$ cat src/hdl/scam_pkg.sv
`timescale 1ns / 1ps

package scam_pkg;

	// quotient of a 32-bit offset by 254 fits in 25 bits
	localparam int QW      = 25;
	localparam int ENTRY_W = 12;
	localparam int TRK_W   = 7;
	localparam int SEC_W   = 5;

	// (off >> 1) / 127 by reciprocal: ceil(2^38 / 127)
	localparam logic [31:0] RECIP_127   = 32'd2164392969;
	localparam int          RECIP_SHIFT = 38;
	localparam logic [7:0]  DATA_BYTES  = 8'd254;

	// op codes
	localparam logic [2:0] OP_CLEAR  = 3'd0;
	localparam logic [2:0] OP_APPEND = 3'd1;
	localparam logic [2:0] OP_READ   = 3'd2;
	localparam logic [2:0] OP_WRITE  = 3'd3;
	localparam logic [2:0] OP_SIZE   = 3'd4;

	// status codes
	localparam logic [2:0] ST_OK     = 3'd0;
	localparam logic [2:0] ST_FULL   = 3'd1;
	localparam logic [2:0] ST_TRACK  = 3'd2;
	localparam logic [2:0] ST_SECTOR = 3'd3;
	localparam logic [2:0] ST_CHAIN  = 3'd4;
	localparam logic [2:0] ST_IMAGE  = 3'd5;
	localparam logic [2:0] ST_WRDIS  = 3'd6;
	localparam logic [2:0] ST_CLOSED = 3'd7;

	// image kinds and register indexes
	localparam logic [1:0] KIND_D64 = 2'd0;
	localparam logic [1:0] KIND_D80 = 2'd1;

	localparam logic [1:0] REG_KIND   = 2'd0;
	localparam logic [1:0] REG_BYTES  = 2'd1;
	localparam logic [1:0] REG_WRITES = 2'd2;

	localparam logic [31:0] IMAGE_BYTES_RST = 32'd174848;

	// controller to datapath commands
	typedef struct packed {
		logic cap;
		logic mul;
		logic fix;
		logic rd;
		logic map;
		logic load;
	} cmd_t;

	// datapath to controller status
	typedef struct packed {
		logic need_map;
	} sts_t;

	// sectors per track in the zone of a track
	function automatic logic [4:0] zone_sectors(input logic d80, input logic [7:0] trk);
		logic [4:0] r;
		if (d80) begin
			if (trk <= 8'd39) r = 5'd29;
			else if (trk <= 8'd53) r = 5'd27;
			else if (trk <= 8'd64) r = 5'd25;
			else r = 5'd23;
		end else begin
			if (trk <= 8'd17) r = 5'd21;
			else if (trk <= 8'd24) r = 5'd19;
			else if (trk <= 8'd30) r = 5'd18;
			else r = 5'd17;
		end
		return r;
	endfunction

	function automatic logic [7:0] track_count(input logic d80);
		return d80 ? 8'd77 : 8'd35;
	endfunction

	// sectors stored ahead of a track, closed form per zone
	function automatic logic [11:0] track_base(input logic d80, input logic [6:0] trk);
		int t;
		int r;
		t = (trk > 7'd78) ? 78 : int'(trk);
		if (t == 0) r = 0;
		else if (d80) begin
			if (t <= 39) r = (t - 1) * 29;
			else if (t <= 53) r = 1131 + (t - 40) * 27;
			else if (t <= 64) r = 1509 + (t - 54) * 25;
			else r = 1784 + (t - 65) * 23;
		end else begin
			if (t <= 17) r = (t - 1) * 21;
			else if (t <= 24) r = 357 + (t - 18) * 19;
			else if (t <= 30) r = 490 + (t - 25) * 18;
			else r = 598 + (t - 31) * 17;
		end
		return 12'(r);
	endfunction

endpackage

$ cat src/hdl/scam_ctrl.sv
`timescale 1ns / 1ps

module scam_ctrl import scam_pkg::*; (
	input  logic clk,
	input  logic arst_n,
	input  logic in_valid,
	output logic in_ready,
	output logic out_valid,
	input  logic out_ready,
	input  sts_t sts,
	output cmd_t cmd
);

	typedef enum logic [2:0] {
		S_IDLE,
		S_DIVQ,
		S_DIVR,
		S_READ,
		S_MAP,
		S_FIN
	} state_t;

	state_t state_q;
	logic   in_ready_q;
	logic   out_valid_q;
	logic   out_free;

	assign out_free  = !out_valid_q || out_ready;
	assign in_ready  = in_ready_q;
	assign out_valid = out_valid_q;

	// commands decoded from state
	always_comb begin
		cmd.cap  = in_valid && in_ready_q;
		cmd.mul  = (state_q == S_DIVQ);
		cmd.fix  = (state_q == S_DIVR);
		cmd.rd   = (state_q == S_READ);
		cmd.map  = (state_q == S_MAP);
		cmd.load = (state_q == S_FIN) && out_free;
	end

	// sequencer with registered handshake outputs
	always_ff @(posedge clk or negedge arst_n) begin
		if (!arst_n) begin
			state_q     <= S_IDLE;
			in_ready_q  <= 1'b1;
			out_valid_q <= 1'b0;
		end else begin
			// result word held until taken
			if (cmd.load) begin
				out_valid_q <= 1'b1;
			end else if (out_ready) begin
				out_valid_q <= 1'b0;
			end
			unique case (state_q)
				S_IDLE: begin
					if (in_valid && in_ready_q) begin
						in_ready_q <= 1'b0;
						state_q    <= S_DIVQ;
					end
				end
				S_DIVQ: begin
					state_q <= sts.need_map ? S_DIVR : S_FIN;
				end
				S_DIVR: begin
					state_q <= S_READ;
				end
				S_READ: begin
					state_q <= S_MAP;
				end
				S_MAP: begin
					state_q <= S_FIN;
				end
				S_FIN: begin
					if (out_free) begin
						in_ready_q <= 1'b1;
						state_q    <= S_IDLE;
					end
				end
				default: begin
					state_q <= S_IDLE;
				end
			endcase
		end
	end

	// input side only open while idle
	a_ready_idle: assert property (@(posedge clk) disable iff (!arst_n)
		in_ready_q |-> (state_q == S_IDLE))
		else $error("in_ready outside idle");

	// an accepted word closes the input side
	a_cap_closes: assert property (@(posedge clk) disable iff (!arst_n)
		cmd.cap |=> !in_ready_q)
		else $error("input still open after accept");

	// a result appears only from the final step
	a_out_from_fin: assert property (@(posedge clk) disable iff (!arst_n)
		$rose(out_valid_q) |-> $past(state_q == S_FIN))
		else $error("result word not from final step");

endmodule

$ cat config.mk
export PLATFORM = sky130hd
export DESIGN_NAME = scam_ctrl
export DESIGN_NICKNAME = d
export VERILOG_FILES = /design/src/hdl/scam_pkg.sv /design/src/hdl/scam_ctrl.sv
export SDC_FILE = /design/constraint.sdc
export NUM_CORES = 1
export LEC_CHECK = 0
export ABC_AREA = 1
export BUFFER_PORTS_ARGS = -buffer_cell sky130_fd_sc_hd__buf_2
export CAP_MARGIN = 10
export CORE_AREA = 2 2 39 41
export CTS_CLUSTER_DIAMETER = 60
export DETAILED_ROUTE_END_ITERATION = 7
export DIE_AREA = 0 0 41 43
export PLACE_DENSITY = 0.53
export SYNTH_ARGS = -nofsm -noshare
export SYNTH_HDL_FRONTEND = slang
export SYNTH_SLANG_ARGS = --single-unit
$ cat constraint.sdc
create_clock -name clk -period 2.35 [get_ports clk]
set_input_delay 0.5875 -clock clk [delete_from_list [all_inputs] [get_ports clk]]
set_output_delay 0.5875 -clock clk [all_outputs]
set_load 0.005 [all_outputs]
# [After elaboration in Yosys (flattened, before gate mapping)]
# Cells that the tools add are included.
# Widths: inputs -> output; s select.
[totals] word_cells=28 out_inout_bits=8 reg_bits=5
[op_classes] mux=9 eq_ne=7 n_reduce_logical=9
[op_table] operator="$pmux 3 s6" n=1
[op_table] operator="$mux 3" n=3
[op_table] operator="$eq 3x2->1 const B" n=2
[op_table] operator="$eq 3x3->1 const B" n=2
[op_table] operator="$mux 1" n=4
[op_table] operator="$ne 2x2->1 const B" n=2
[op_table] operator="$reduce_bool 2->1" n=2
[op_table] operator="$eq 3x1->1 const B" n=1
[op_table] operator="$logic_not 3->1" n=1
[op_table] operator="$reduce_and 3->1" n=1
[op_table] operator="$logic_and 1x1->1" n=2
[op_table] operator="$pmux 1 s2" n=1
[op_table] operator="$reduce_and 2->1" n=1
[op_table] operator="$logic_not 1->1" n=1
[op_table] operator="$logic_or 1x1->1" n=1

# [Longest topological paths before layout]
[logic_depth] depth_word=4 depth_mapped=7

# [Least setup slack after synthesis]
# No wires, ideal clock.
[synth_timing] kind="input to output" startpoint="input out_ready" endpoint="output cmd[0] (netlist bit)" slack_ns=0.840 n_path_buf=0 arrival_ns=0.922 stages=4 required_time_ns=1.762 path_cell_list="nor2_1 inv_1 nand2_1 inv_1"
[synth_rtl] item="start: declaration" line="scam_ctrl.sv:9" text="input logic out_ready,"
[synth_rtl] item="end: declaration" line="scam_ctrl.sv:11" text="output cmd_t cmd"

==> impl_metrics.tcl <==
set metrics [dict create \
    status "complete, no violations" \
    path_class "input pin to output port" \
    yosys.area.top_type "dfrtp_1" \
    worstPathMaxFanout 3 \
    cts-hold-fix-buffers 0 \
    ys_top_cells_by_area "dfrtp_1 34%, inv_1 13%, nand2_1 13%" \
    grt_max_degree 7 \
    grt_pass1_vias 243 \
    dpl.hpwl_um 498 \
    area_growth_pct 36.6 \
    wl_per_cell_um 8.07 \
    period_needed_ns 1.77 \
    overflow 0 \
    drt_iter0_markers 2 \
    cts-root-buf "clkbuf_4" \
    cp.depth 6 \
    yosysSeqAreaShare_pct 43.5 \
    layout.nets 63 \
    clk_path_buf_depth 2 \
    cts_sinks 5 \
    port_buffers 12 \
    powerDensity_nw_per_um2 1300 \
    report.power.total_mw 0.516 \
    required_ns 1.76 \
    max_freq_mhz 565 \
    fin_crit_sh_pct 75.3 \
    synthAdderAreaFrac_pct 0 \
    yosys_warnings 0 \
    synth_area_per_cell_um2 7.08 \
    grt_pass1_wl_um 910 \
    avgViaCountPerCell 4.00 \
    final_layout_size_suffix_gt1_share_pct 36.8 \
    setup_viol 0 \
    synth-compound-area-share_pct 6.03 \
    critPathCapture "cmd[0]" \
    p_leak_nw 0.251 \
    drv_cap 0 \
    setup-tns-final_ns 0 \
    fin_ws_ns 0.581 \
    syn-num-nets 46 \
    synthXorXnorAreaFrac_pct 0 \
    synth_top_area_share_pct 34.5 \
    place.gp.congestion 0.664 \
    clk_latency_ns 0.23 \
    reg2reg_depth 7 \
    vias 292 \
    hold_violations 0 \
    h-tree-depth 1 \
    skew_ns 0.00557 \
    crit_path_cell_trace "buf_2 > nor2_1 > inv_1 > nand2_1 > inv_1 > buf_2" \
    synthSimpleGateAreaFrac_pct 37.5 \
    hold_path.class "input pin to async pin" \
    synth-seq-cells 5 \
    drt_wl_total_um 589 \
    cts_tree "done" \
    die_h_um 43 \
    dp_slack_ns 0.583 \
    max_stage_delay_ns 0.16 \
    post-cts-setup-buffers 0 \
    cp.buffers_inverters 4 \
    setup.worst_path.end_class "output port" \
    netlist_instances 41 \
    rsz0062_at_grt "false" \
    final_util_pct 28.7 \
    cts_resized 0 \
    num_antenna_cells 0 \
    start_kind "input pin" \
    crit_arrival_ns 1.18 \
    ir_worst_vdd_uv 267 \
    critPathLaunch "out_ready" \
    clk_pin_slew_ns 0.05 \
    start_util_pct 21.0 \
    cts_made_buffers 3 \
    r2r-start "state_q[2]$_DFFE_PN0P_" \
    dieArea_um2 1760 \
    die_w_um 41 \
    timing.rr.end "state_q[0]$_DFFE_PN0P_" \
    worst_path_max_delay_cell "nor2_1" \
    ant_nets 0 \
    worstMarginPinSlew_ns 0.211 \
    synth_top_family_by_area "simple AND/OR/NAND/NOR gates" \
    synthesis.area_um2 290 \
    core-area_um2 1380 \
    rrSetupSlack_ns 1.31 \
    crit_family "buffers and inverters" \
    holdWs_ns 0.158 \
    finalMaxSlewViolations 0 \
    num_io_pins 13 \
    slew_headroom_pct 85.8 \
    rows 14 \
    grt.total_usage_pct 8.18 \
    drc 0 \
    synth.mux.area_fraction_pct 0 \
    yosys.cell_types.count 14 \
    dr.pass1.iters 3 \
    antenna_found_initial 0 \
]
[state kept, by name, summed over array words and instances, names as in the netlist]
signal     flops
in_ready       1
state_q        3
out_valid      1
[report_power, final]
| group | internal [mW] | switching (mW) | total (mW) | leakage [nW] |
|---|---|---|---|---|
| registers | 0.136 | 0.0433 | 0.179 | 0.0618 |
| clock network | 0.0640 | 0.0330 | 0.0971 | 0.0150 |
| logic | 0.100 | 0.139 | 0.240 | 0.174 |
[kinds of logic (layout without fill, tap and decap cells)]
| logic type | after synthesis | after routing |
|---|---|---|
| buffers and inverters | 10 | 26 |
| DFF | 5 | 5 |
| AOI/OAI and AO/OA | 3 | 3 |
| and+or+nand+nor | 23 | 23 |
[cell usage after synthesis]
library cell / instances
nand3_2: 1
nand3_1: 1
nor2_2: 2
nor3_1: 2
nand4_1: 1
nand2_2: 2
o21bai_1: 1
dfstp_2: 1
nand2_1: 10
o21ai_0: 1
inv_1: 10
o21ai_1: 1
nor2_1: 4
dfrtp_1: 4
[cell type report]
cell class                 count  area, um^2
fill                         161         987
tap                           16        20.0
multi-input combinational     26         126
inverter                      10        37.5
timing repair buffer          12        60.1
sequential                     5         126
clock buffer                   4        26.3
[through the flow]
| step | instance area, um^2 | cells |
|---|---|---|
| after global routing | 397 | 73 |
| after CTS | 397 | 73 |
| after floorplan | 290 | 41 |
| final | 397 | 73 |
| after detailed placement | 370 | 69 |
| after global placement | 370 | 69 |
[metal layers]
metal  up-vias  routed length, um  global-route usage [%]
met5         -                  0                       0
met2         5                262                    9.69
met4         0                  9                    8.00
met3         2                 28                    3.14
li1        156                  -                       -
met1       129                288                    10.5
[worst min path at each step]
| stage | from | end | slack (ns) | cells past startpoint |
|---|---|---|---|---|
| 3_5_place_dp | arst_n | out_valid$_DFFE_PN0P_ | 0.41 | 1 |
| 6_report | arst_n | out_valid$_DFFE_PN0P_ | 0.16 | 1 |
| 5_1_grt | arst_n | out_valid$_DFFE_PN0P_ | 0.15 | 1 |
| 2_1_floorplan | arst_n | out_valid$_DFFE_PN0P_ | 0.29 | 0 |
| 4_1_cts | arst_n | out_valid$_DFFE_PN0P_ | 0.16 | 1 |
| 3_3_place_gp | arst_n | out_valid$_DFFE_PN0P_ | 0.41 | 1 |
[cell usage in the layout (no fill, tap or decap), types with 2 or more instances in the layout]
cell      synthesis  routed
nand2_1          10      10
nor2_2            2       2
inv_1            10      10
buf_2             0      12
nor2_1            4       4
clkbuf_4          0       3
nor3_1            2       2
nand2_2           2       2
dfrtp_1           4       4
(Power assumes the default switching activity.)
